$ cat src/rtl/ffp_pkg.sv
// Shared constants, types and helper functions of the form field parser.
// Used by every other file of the block but the two interfaces; depends on nothing.
package ffp_pkg;

	localparam int QUEUE_DEPTH_DEF = 4;

	localparam logic [1:0] KIND_BYTE      = 2'd0;
	localparam logic [1:0] KIND_FIELD_END = 2'd1;
	localparam logic [1:0] KIND_BODY_END  = 2'd2;

	localparam logic [1:0] MODE_KEY   = 2'd0;
	localparam logic [1:0] MODE_VALUE = 2'd1;
	localparam logic [1:0] MODE_SKIP  = 2'd2;

	localparam logic [1:0] ESC_NONE = 2'd0;
	localparam logic [1:0] ESC_PCT  = 2'd1;
	localparam logic [1:0] ESC_HELD = 2'd2;

	localparam logic [7:0] CH_PCT   = 8'h25;
	localparam logic [7:0] CH_PLUS  = 8'h2B;
	localparam logic [7:0] CH_SPACE = 8'h20;
	localparam logic [7:0] CH_AMP   = 8'h26;
	localparam logic [7:0] CH_EQ    = 8'h3D;

	localparam logic [3:0] KEY_POS_MAX = 4'd15;
	localparam logic [2:0] CAND_ALL    = 3'b111;

	localparam logic [3:0] KEY_LEN [3] = '{4'd4, 4'd5, 4'd7};

	typedef struct packed {
		logic [1:0] kind;
		logic [1:0] field_id;
		logic [7:0] value_byte;
	} result_t;

	typedef struct packed {
		logic [2:0]        cnt;
		result_t [3:0]     res;
	} bundle_t;

	function automatic result_t mk_result(logic [1:0] kind, logic [1:0] fld, logic [7:0] b);
		result_t r;
		r.kind       = kind;
		r.field_id   = fld;
		r.value_byte = b;
		return r;
	endfunction

	function automatic logic [7:0] plus_map(logic [7:0] c);
		return (c == CH_PLUS) ? CH_SPACE : c;
	endfunction

	// bit 4 set when c is a hex digit, bits 3:0 its value
	function automatic logic [4:0] hex_val(logic [7:0] c);
		logic [4:0] r;
		r = 5'd0;
		if (c >= 8'h30 && c <= 8'h39)
			r = {1'b1, 4'(c - 8'h30)};
		else if (c >= 8'h61 && c <= 8'h66)
			r = {1'b1, 4'(c - 8'h57)};
		else if (c >= 8'h41 && c <= 8'h46)
			r = {1'b1, 4'(c - 8'h37)};
		return r;
	endfunction

	function automatic logic [7:0] key_char(logic [1:0] k, logic [2:0] pos);
		logic [7:0] r;
		r = 8'h00;
		unique case (k)
			2'd0: begin
				unique case (pos)
					3'd0: r = 8'h6E;
					3'd1: r = 8'h61;
					3'd2: r = 8'h6D;
					3'd3: r = 8'h65;
					default: r = 8'h00;
				endcase
			end
			2'd1: begin
				unique case (pos)
					3'd0: r = 8'h65;
					3'd1: r = 8'h6D;
					3'd2: r = 8'h61;
					3'd3: r = 8'h69;
					3'd4: r = 8'h6C;
					default: r = 8'h00;
				endcase
			end
			2'd2: begin
				unique case (pos)
					3'd0: r = 8'h6D;
					3'd1: r = 8'h65;
					3'd2: r = 8'h73;
					3'd3: r = 8'h73;
					3'd4: r = 8'h61;
					3'd5: r = 8'h67;
					3'd6: r = 8'h65;
					default: r = 8'h00;
				endcase
			end
			default: r = 8'h00;
		endcase
		return r;
	endfunction

endpackage

$ cat src/rtl/ffp_body_if.sv
// Input channel of the form field parser: one body byte per transaction.
// Stands alone; no package needed.
interface ffp_body_if;
	logic       valid;
	logic       ready;
	logic [7:0] body_byte;
	logic       body_last;

	modport source (output valid, output body_byte, output body_last, input ready);
	modport sink (input valid, input body_byte, input body_last, output ready);
endinterface

$ cat src/rtl/ffp_result_if.sv
// Output channel of the form field parser: one result per transaction.
// Stands alone; no package needed.
interface ffp_result_if;
	logic       valid;
	logic       ready;
	logic [1:0] result_kind;
	logic [1:0] field_id;
	logic [7:0] value_byte;
	logic       run_last;

	modport source (output valid, output result_kind, output field_id, output value_byte,
		output run_last, input ready);
	modport sink (input valid, input result_kind, input field_id, input value_byte,
		input run_last, output ready);
endinterface

$ cat src/rtl/ffp_front.sv
// Front end: tracks token, key match and escape state and turns each body byte
// into a bundle of zero to four results. Depends on ffp_pkg.
module ffp_front (
	input  logic            clk,
	input  logic            arst_n,
	input  logic            accept,
	input  logic [7:0]      body_byte,
	input  logic            body_last,
	output logic            push,
	output ffp_pkg::bundle_t bundle
);

	logic [1:0] mode_q;
	logic [3:0] kpos_q;
	logic [2:0] cand_q;
	logic [1:0] field_q;
	logic [1:0] esc_cnt_q;
	logic [7:0] esc_chr_q;
	logic       done_q;

	logic [1:0] mode_d;
	logic [3:0] kpos_d;
	logic [2:0] cand_d;
	logic [1:0] field_d;
	logic [1:0] esc_cnt_d;
	logic [7:0] esc_chr_d;
	logic       done_d;
	logic [2:0] cnt;
	ffp_pkg::result_t [3:0] res;

	always_comb begin
		logic [4:0] h1;
		logic [4:0] h2;
		logic [7:0] dec;
		mode_d    = mode_q;
		kpos_d    = kpos_q;
		cand_d    = cand_q;
		field_d   = field_q;
		esc_cnt_d = esc_cnt_q;
		esc_chr_d = esc_chr_q;
		done_d    = done_q;
		cnt       = 3'd0;
		res       = '0;
		h1        = 5'd0;
		h2        = 5'd0;
		dec       = 8'd0;
		if (!done_q) begin
			if (body_byte != 8'd0) begin
				if (body_byte == ffp_pkg::CH_AMP) begin
					if (mode_d == ffp_pkg::MODE_VALUE) begin
						if (esc_cnt_d != ffp_pkg::ESC_NONE) begin
							res[cnt[1:0]] = ffp_pkg::mk_result(ffp_pkg::KIND_BYTE, field_d,
								ffp_pkg::CH_PCT);
							cnt = cnt + 3'd1;
						end
						if (esc_cnt_d == ffp_pkg::ESC_HELD) begin
							res[cnt[1:0]] = ffp_pkg::mk_result(ffp_pkg::KIND_BYTE, field_d,
								ffp_pkg::plus_map(esc_chr_d));
							cnt = cnt + 3'd1;
						end
						res[cnt[1:0]] = ffp_pkg::mk_result(ffp_pkg::KIND_FIELD_END, field_d, 8'd0);
						cnt = cnt + 3'd1;
					end
					mode_d    = ffp_pkg::MODE_KEY;
					kpos_d    = 4'd0;
					cand_d    = ffp_pkg::CAND_ALL;
					esc_cnt_d = ffp_pkg::ESC_NONE;
					esc_chr_d = 8'd0;
				end else if (mode_d == ffp_pkg::MODE_KEY) begin
					if (body_byte == ffp_pkg::CH_EQ) begin
						mode_d = ffp_pkg::MODE_SKIP;
						for (int k = 0; k < 3; k++) begin
							if (cand_q[k] && kpos_q == ffp_pkg::KEY_LEN[k]) begin
								mode_d    = ffp_pkg::MODE_VALUE;
								field_d   = 2'(k);
								esc_cnt_d = ffp_pkg::ESC_NONE;
							end
						end
					end else begin
						for (int k = 0; k < 3; k++) begin
							if (kpos_q >= ffp_pkg::KEY_LEN[k] ||
								ffp_pkg::key_char(2'(k), kpos_q[2:0]) != body_byte)
								cand_d[k] = 1'b0;
						end
						if (kpos_q != ffp_pkg::KEY_POS_MAX)
							kpos_d = kpos_q + 4'd1;
					end
				end else if (mode_d == ffp_pkg::MODE_VALUE) begin
					priority if (esc_cnt_d == ffp_pkg::ESC_PCT) begin
						esc_chr_d = body_byte;
						esc_cnt_d = ffp_pkg::ESC_HELD;
					end else if (esc_cnt_d == ffp_pkg::ESC_HELD) begin
						h1 = ffp_pkg::hex_val(esc_chr_q);
						h2 = ffp_pkg::hex_val(body_byte);
						if (!h1[4])
							dec = 8'd0;
						else if (!h2[4])
							dec = {4'd0, h1[3:0]};
						else
							dec = {h1[3:0], h2[3:0]};
						res[cnt[1:0]] = ffp_pkg::mk_result(ffp_pkg::KIND_BYTE, field_d, dec);
						cnt = cnt + 3'd1;
						esc_cnt_d = ffp_pkg::ESC_NONE;
					end else if (body_byte == ffp_pkg::CH_PCT) begin
						esc_cnt_d = ffp_pkg::ESC_PCT;
					end else begin
						res[cnt[1:0]] = ffp_pkg::mk_result(ffp_pkg::KIND_BYTE, field_d,
							ffp_pkg::plus_map(body_byte));
						cnt = cnt + 3'd1;
					end
				end
			end
			if (body_byte == 8'd0 || body_last) begin
				if (mode_d == ffp_pkg::MODE_VALUE) begin
					if (esc_cnt_d != ffp_pkg::ESC_NONE) begin
						res[cnt[1:0]] = ffp_pkg::mk_result(ffp_pkg::KIND_BYTE, field_d,
							ffp_pkg::CH_PCT);
						cnt = cnt + 3'd1;
					end
					if (esc_cnt_d == ffp_pkg::ESC_HELD) begin
						res[cnt[1:0]] = ffp_pkg::mk_result(ffp_pkg::KIND_BYTE, field_d,
							ffp_pkg::plus_map(esc_chr_d));
						cnt = cnt + 3'd1;
					end
					res[cnt[1:0]] = ffp_pkg::mk_result(ffp_pkg::KIND_FIELD_END, field_d, 8'd0);
					cnt = cnt + 3'd1;
				end
				mode_d    = ffp_pkg::MODE_KEY;
				kpos_d    = 4'd0;
				cand_d    = ffp_pkg::CAND_ALL;
				esc_cnt_d = ffp_pkg::ESC_NONE;
				esc_chr_d = 8'd0;
				res[cnt[1:0]] = ffp_pkg::mk_result(ffp_pkg::KIND_BODY_END, 2'd0, 8'd0);
				cnt = cnt + 3'd1;
				done_d = 1'b1;
			end
		end
	end

	assign push       = accept && (cnt != 3'd0);
	assign bundle.cnt = cnt;
	assign bundle.res = res;

	always_ff @(posedge clk or negedge arst_n) begin
		if (!arst_n) begin
			mode_q    <= ffp_pkg::MODE_KEY;
			kpos_q    <= 4'd0;
			cand_q    <= ffp_pkg::CAND_ALL;
			field_q   <= 2'd0;
			esc_cnt_q <= ffp_pkg::ESC_NONE;
			esc_chr_q <= 8'd0;
			done_q    <= 1'b0;
		end else if (accept) begin
			mode_q    <= mode_d;
			kpos_q    <= kpos_d;
			cand_q    <= cand_d;
			field_q   <= field_d;
			esc_cnt_q <= esc_cnt_d;
			esc_chr_q <= esc_chr_d;
			done_q    <= done_d;
		end
	end

endmodule

$ cat src/rtl/ffp_queue.sv
// Short queue of result bundles between the front and back ends.
// Depends on ffp_pkg for the bundle type.
module ffp_queue #(
	parameter int DEPTH = ffp_pkg::QUEUE_DEPTH_DEF
) (
	input  logic             clk,
	input  logic             arst_n,
	input  logic             push,
	input  ffp_pkg::bundle_t wr_data,
	input  logic             pop,
	output ffp_pkg::bundle_t rd_data,
	output logic             full,
	output logic             empty
);

	localparam int PW = $clog2(DEPTH);
	localparam int CW = $clog2(DEPTH + 1);
	localparam logic [PW-1:0] PTR_LAST = PW'(DEPTH - 1);
	localparam logic [CW-1:0] CNT_FULL = CW'(DEPTH);
	localparam logic [PW-1:0] PTR_ONE  = PW'(1);
	localparam logic [CW-1:0] CNT_ONE  = CW'(1);

	ffp_pkg::bundle_t mem_q [DEPTH];
	logic [PW-1:0] wr_ptr_q;
	logic [PW-1:0] rd_ptr_q;
	logic [CW-1:0] count_q;

	assign full    = (count_q == CNT_FULL);
	assign empty   = (count_q == '0);
	assign rd_data = mem_q[rd_ptr_q];

	always_ff @(posedge clk) begin
		if (push)
			mem_q[wr_ptr_q] <= wr_data;
	end

	always_ff @(posedge clk or negedge arst_n) begin
		if (!arst_n) begin
			wr_ptr_q <= '0;
			rd_ptr_q <= '0;
			count_q  <= '0;
		end else begin
			if (push)
				wr_ptr_q <= (wr_ptr_q == PTR_LAST) ? '0 : wr_ptr_q + PTR_ONE;
			if (pop)
				rd_ptr_q <= (rd_ptr_q == PTR_LAST) ? '0 : rd_ptr_q + PTR_ONE;
			if (push && !pop)
				count_q <= count_q + CNT_ONE;
			else if (pop && !push)
				count_q <= count_q - CNT_ONE;
		end
	end

endmodule

$ cat src/rtl/ffp_back.sv
// Back end: holds one bundle and hands out its results one per transaction.
// Depends on ffp_pkg and ffp_result_if.
module ffp_back (
	input  logic             clk,
	input  logic             arst_n,
	input  logic             q_empty,
	input  ffp_pkg::bundle_t q_data,
	output logic             pop,
	ffp_result_if.source     result
);

	logic             busy_q;
	ffp_pkg::bundle_t bnd_q;
	logic [1:0]       idx_q;
	logic             at_end;
	ffp_pkg::result_t cur;

	assign cur    = bnd_q.res[idx_q];
	assign at_end = ({1'b0, idx_q} + 3'd1) == bnd_q.cnt;
	assign pop    = !q_empty && (!busy_q || (result.ready && at_end));

	assign result.valid       = busy_q;
	assign result.result_kind = cur.kind;
	assign result.field_id    = cur.field_id;
	assign result.value_byte  = cur.value_byte;
	assign result.run_last    = at_end;

	always_ff @(posedge clk) begin
		if (pop)
			bnd_q <= q_data;
	end

	always_ff @(posedge clk or negedge arst_n) begin
		if (!arst_n) begin
			busy_q <= 1'b0;
			idx_q  <= 2'd0;
		end else if (pop) begin
			busy_q <= 1'b1;
			idx_q  <= 2'd0;
		end else if (busy_q && result.ready) begin
			if (at_end)
				busy_q <= 1'b0;
			else
				idx_q <= idx_q + 2'd1;
		end
	end

endmodule

$ cat src/rtl/form_urlencoded_field_parser.sv
// Form body parser: takes one byte of an urlencoded body per transaction and
// emits decoded value bytes of the name, email and message fields, each field
// closed by an end-of-field result and the body by an end-of-body result.
// A byte is taken every cycle; its results (zero to four) are worked out in the
// same cycle and, if there are any, queued as one bundle, then leave one result
// per cycle while the output is ready, with the first one valid the cycle after
// the queue hands the bundle over to the back end's bundle register. Input
// stalls only while the bundle queue (QUEUE_DEPTH entries) is full, which the
// rare multi-result bytes and a stalled output side can cause. Input after the
// end of the body is taken and dropped until reset.
module form_urlencoded_field_parser #(
	parameter int QUEUE_DEPTH = ffp_pkg::QUEUE_DEPTH_DEF
) (
	input  logic         clk,
	input  logic         arst_n,
	ffp_body_if.sink     body,
	ffp_result_if.source result
);

	logic             accept;
	logic             push;
	logic             pop;
	logic             q_full;
	logic             q_empty;
	ffp_pkg::bundle_t wr_bundle;
	ffp_pkg::bundle_t rd_bundle;

	assign body.ready = !q_full;
	assign accept     = body.valid && !q_full;

	ffp_front u_front (
		.clk       (clk),
		.arst_n    (arst_n),
		.accept    (accept),
		.body_byte (body.body_byte),
		.body_last (body.body_last),
		.push      (push),
		.bundle    (wr_bundle)
	);

	ffp_queue #(
		.DEPTH (QUEUE_DEPTH)
	) u_queue (
		.clk     (clk),
		.arst_n  (arst_n),
		.push    (push),
		.wr_data (wr_bundle),
		.pop     (pop),
		.rd_data (rd_bundle),
		.full    (q_full),
		.empty   (q_empty)
	);

	ffp_back u_back (
		.clk     (clk),
		.arst_n  (arst_n),
		.q_empty (q_empty),
		.q_data  (rd_bundle),
		.pop     (pop),
		.result  (result)
	);

endmodule

$ cat src/flat_wrapper.sv
// flat-port wrapper written by rule: the top's interface ports become plain ports
module form_urlencoded_field_parser_flat 
#(
	parameter int QUEUE_DEPTH = ffp_pkg::QUEUE_DEPTH_DEF
)
  (clk, arst_n, body_valid, body_body_byte, body_body_last, body_ready, result_valid, result_result_kind, result_field_id, result_value_byte, result_run_last, result_ready);
  ffp_body_if body_i ();
  ffp_result_if result_i ();
  input  logic clk;
  input  logic arst_n;
  input wire logic [$bits(body_i.valid)-1:0] body_valid;
  input wire logic [$bits(body_i.body_byte)-1:0] body_body_byte;
  input wire logic [$bits(body_i.body_last)-1:0] body_body_last;
  output wire logic [$bits(body_i.ready)-1:0] body_ready;
  output wire logic [$bits(result_i.valid)-1:0] result_valid;
  output wire logic [$bits(result_i.result_kind)-1:0] result_result_kind;
  output wire logic [$bits(result_i.field_id)-1:0] result_field_id;
  output wire logic [$bits(result_i.value_byte)-1:0] result_value_byte;
  output wire logic [$bits(result_i.run_last)-1:0] result_run_last;
  input wire logic [$bits(result_i.ready)-1:0] result_ready;
  assign body_i.valid = body_valid;
  assign body_i.body_byte = body_body_byte;
  assign body_i.body_last = body_body_last;
  assign body_ready = body_i.ready;
  assign result_valid = result_i.valid;
  assign result_result_kind = result_i.result_kind;
  assign result_field_id = result_i.field_id;
  assign result_value_byte = result_i.value_byte;
  assign result_run_last = result_i.run_last;
  assign result_i.ready = result_ready;
  form_urlencoded_field_parser #(.QUEUE_DEPTH(QUEUE_DEPTH)) u_core (.clk(clk), .arst_n(arst_n), .body(body_i), .result(result_i));
endmodule
$ cat config.mk
export PLATFORM = sky130hd
export DESIGN_NAME = form_urlencoded_field_parser_flat
export DESIGN_NICKNAME = d
export VERILOG_FILES = /design/src/rtl/ffp_pkg.sv /design/src/rtl/ffp_body_if.sv /design/src/rtl/ffp_result_if.sv /design/src/rtl/ffp_front.sv /design/src/rtl/ffp_queue.sv /design/src/rtl/ffp_back.sv /design/src/rtl/form_urlencoded_field_parser.sv /design/src/flat_wrapper.sv
export SDC_FILE = /design/constraint.sdc
export NUM_CORES = 1
export LEC_CHECK = 0
export BUFFER_PORTS_ARGS = -buffer_cell sky130_fd_sc_hd__buf_2
export CAP_MARGIN = 20
export CORE_MARGIN = 10
export CORE_UTILIZATION = 40
export CTS_CLUSTER_SIZE = 25
export DETAILED_ROUTE_END_ITERATION = 16
export MAX_ROUTING_LAYER = met4
export SYNTH_ARGS = -nofsm -noshare
export SYNTH_HDL_FRONTEND = slang
export SYNTH_HIERARCHICAL = 1
export SYNTH_SLANG_ARGS = --single-unit
$ cat constraint.sdc
create_clock -name clk -period 8.45 [get_ports clk]
set_input_delay 0.845 -clock clk [delete_from_list [all_inputs] [get_ports clk]]
set_output_delay 0.845 -clock clk [all_outputs]
set_load 0.05 [all_outputs]
==> impl_metrics.csv <==
group,metric,value,unit
floorplan,fp.coreArea,0.03353,sq mm
critical_path,path_cells,"buf_2 -> inv_1 -> ha_1 -> nor3b_1 -> a211o_1 -> nor2_1 -> o21ai_1 -> a21boi_2 -> inv_1 -> ha_1 -> o21ai_1 -> ha_1 -> mux2_1 -> ha_1 -> a21oi_1 -> inv_1 -> ha_1 -> xnor2_1 -> o21ai_1 -> and2_2 -> buf_4",
power_and_ir_drop,total_power,4.104,mW
critical_path,reg2reg_depth,18,
floorplan,rows,67,
global_route,grt_pass1_wl,46840,microns
yosys,ys_warn_count,6,
timing,hold_viol,0,
yosys,synth_compound_gate_area_share,9.003,%
timing,tightest_slew,1.061,ns
finish,drive_gt1_share,19.28,%
detailed_routing,drc,0,
critical_path,cp-start-kind,"input pin",
detailed_routing,drtIter0Drc,583,
placement,place_congestion,0.9249,
finish,multiInputGateArea,0.004746,sq mm
finish,n_antenna_cell,0,
clocking,cts_hold_buffers,0,
timing,rsz0062_at_grt,"false",
yosys,synth_area_leaders,"edfxtp_1, mux4_2, dfrtp_1",
yosys,synth.most_common_cell,"edfxtp_1",
yosys,synthArstFlopShare,11.15,%
global_route,antenna_found_initial,0,
timing,relSlewSlack,28.72,%
timing,fin_skew,0.02556,ns
yosys,yosys_most_used_dff,"edfxtp_1",
detailed_routing,finalWirelength,29810,microns
finish,fin_nets,997,
outcome,outcome,"completed",
critical_path,path_class,"in2reg",
yosys,synth_common_cells,"edfxtp_1, nor2_1, mux4_2",
clocking,htreeDepth,1,
timing,fmax,150.5,MHz
yosys,muxShareOfSynthArea,11.52,%
clocking,cts_tree,"done",
yosys,syn-num-nets,965,
global_route,grt_pass1_vias,7947,
power_and_ir_drop,power-per-cell-area,269.7,mW/mm^2
timing,slew_viol_final,0,
finish,syn2layout_area_growth,11.98,%
finish,post-route-util,45.39,%
critical_path,r2r_end,"u_core/u_queue/mem_q[3][14]",
clocking,root_buffer,"clkbuf_16",
finish,regArea,0.008467,sq mm
placement,placed_cells,1361,
critical_path,slowest_delay,0.86,ns
yosys,ys_seq_area_share,62.26,%
yosys,post_synth_fa_ha_maj_area_fraction,3.627,%
global_route,track_usage,14.55,%
global_route,globalRouteOverflowTotal,0,
clocking,clock_path_buffers,3,
clocking,postCtsResizedCells,0,
critical_path,crit_path_top_delay_cell,"and2_2",
critical_path,crit_arrival,6.88,ns
clocking,post-cts-setup-buffers,0,
timing,setup_tns,0,ns
detailed_routing,ant_nets,0,
finish,n_fill_cell,2969,
finish,fin_cells,1418,
yosys,yosys.area.top_type,"edfxtp_1",
critical_path,rrSetupSlack,2.04,ns
timing,timing.final.crit_share,78.66,%
timing,period_needed,6.647,ns
critical_path,path_delay_family,"compound AO/OA/AOI/OAI gates",
global_route,grt_max_degree,55,
yosys,synth_xor_area_share,1.224,%
floorplan,die_area,0.04175,sq mm
power_and_ir_drop,p_leak,5.457,nW
floorplan,die_h,204.3,microns
yosys,synth_edf_count,255,
placement,portBuffers,27,
yosys,synthDistinctLibCells,92,
yosys,avgSynthCellArea,14.87,sq um
detailed_routing,via_per_inst,5.554,
yosys,syn_area,0.01359,sq mm
critical_path,path_max_fanout,36,
power_and_ir_drop,irDropWorstVdd,187.2,uV
floorplan,start_util,40.53,%
yosys,synth_top_area_share,56.34,%
timing,setup_viol,0,
yosys,syn_inst,914,
critical_path,r2r_start,"u_core/u_front/kpos_q[1]",
placement,post-dp-hpwl,20340,microns
critical_path,critPathBufInv,5,
critical_path,crit_required,8.68,ns
floorplan,die_x,204.3,microns
worst_hold_path,hp-class,"in2async",
clocking,clkSlewWorstSetupHoldPaths,0.06,ns
floorplan,io_pins,28,
clocking,clk_latency,0.55,ns
yosys,synth_seq_cells,287,
flow_run,max-cap-violations,0,
yosys,synth_top_family_by_area,"multiplexers",
detailed_routing,first_pass_iters,5,
critical_path,crit_top_cell,"ha_1",
clocking,clock_sinks,287,
clocking,cts_buffers,30,
yosys,synth-simple-area-share,9.380,%
detailed_routing,drt-wirelength-per-cell,21.02,microns
detailed_routing,vias,7876,
critical_path,end_kind,"flip-flop",
[cells by family after synthesis]
| group | count (synthesis) |
|---|---|
| buffers and inverters | 75 |
| adders and majority gates | 39 |
| and+or+nand+nor | 239 |
| other | 1 |
| DFF | 287 |
| xor gates and xnor gates | 19 |
| AOI/OAI and AO/OA | 180 |
| muxes | 74 |
[how the worst max path moves through the flow]
stage                 startpoint                           to  slack [ns]  depth (start not counted)
2_1_floorplan  body_body_byte[1]   u_core/u_queue/mem_q[0][0]        1.75                         20
4_1_cts        body_body_byte[1]  u_core/u_queue/mem_q[3][14]        1.82                         21
3_3_place_gp   body_body_byte[1]  u_core/u_queue/mem_q[3][41]        1.44                         21
5_1_grt        body_body_byte[1]  u_core/u_queue/mem_q[3][41]        1.25                         21
6_report       body_body_byte[1]  u_core/u_queue/mem_q[3][14]        1.80                         21
3_5_place_dp   body_body_byte[1]  u_core/u_queue/mem_q[3][29]        1.25                         21
[per-stage QoR]
| stage | hold slack (ns) | setup WS [ns] | instance area [sq um] |
|---|---|---|---|
| floorplan | 0.4563 | 1.753 | 13590 |
| global placement | 0.4779 | 1.444 | 14130 |
| detailed placement | 0.4789 | 1.248 | 14130 |
| CTS | 0.4448 | 1.818 | 15190 |
| global route | 0.4634 | 1.246 | 15220 |
| finish | 0.4059 | 1.803 | 15220 |
[placed cells by master, fill, tap and decap left out, types with 6 or more instances in the layout]
cell,n
nor3_1,11
xor2_1,8
ha_1,37
o21ai_1,7
o22ai_1,7
mux4_2,55
a211oi_1,7
mux2i_1,6
and2_1,10
clkinv_2,8
nand4_1,6
inv_1,33
nand3_1,15
o21ai_0,34
xnor2_1,11
a21o_1,6
edfxtp_1,255
a22o_1,10
nand2_1,49
a21oi_1,40
nor2b_1,15
nor4_1,6
dfrtp_1,27
buf_2,27
nand2b_1,9
mux4_1,8
nor4b_1,7
a31oi_1,10
nor2_1,71
and3_1,6
clkbuf_16,31
buf_4,13
[flip-flops by register name, indices dropped and copies added, names as in the netlist]
register	count
u_core/u_back/bnd_q	51
u_core/u_back/idx_q	2
u_core/u_back/result.valid	1
u_core/u_front/cand_q	3
u_core/u_front/done_q	1
u_core/u_front/esc_chr_q	8
u_core/u_front/esc_cnt_q	2
u_core/u_front/field_q	2
u_core/u_front/kpos_q	4
u_core/u_front/mode_q	2
u_core/u_queue/count_q	3
u_core/u_queue/mem_q	204
u_core/u_queue/rd_ptr_q	2
u_core/u_queue/wr_ptr_q	2
[layer usage]
layer  vias up  GRT usage, %  wire (microns)
met1      4024         19.85           14210
met2       161         22.80           13990
met3        40         1.918            1084
met4         0         3.332             522
met5         -             -               0
li1       3651             -               -
[report_power, final]
part	internal (mW)	switching (mW)
clock	0.841	0.540
combinational	0.381	0.563
sequential	1.66	0.121
total	2.88	1.22
[final cells by class]
cell class | count | share of cell area, %
multi-input combinational | 552 | 31.18
sequential | 287 | 55.63
clock inverter | 21 | 1.628
timing repair buffer | 41 | 1.710
clock buffer | 35 | 5.327
tap | 448 | 3.683
inverter | 34 | 0.8385
[worst reg2reg max path: stages (launching register included)]
cell      delay, ns
dfrtp_1        0.51
inv_1          0.16
ha_1           0.40
a22o_1         0.29
o21ai_0        0.50
o2111a_2       0.40
a21oi_2        0.11
nand2_1        0.10
a21boi_0       0.35
ha_1           0.31
mux2_1         0.34
ha_1           0.28
a21oi_1        0.24
inv_1          0.11
ha_1           0.24
xnor2_1        0.15
o21ai_1        0.38
and2_2         0.86
buf_4          0.34
Note: power is estimated with default switching activity, not from simulation.
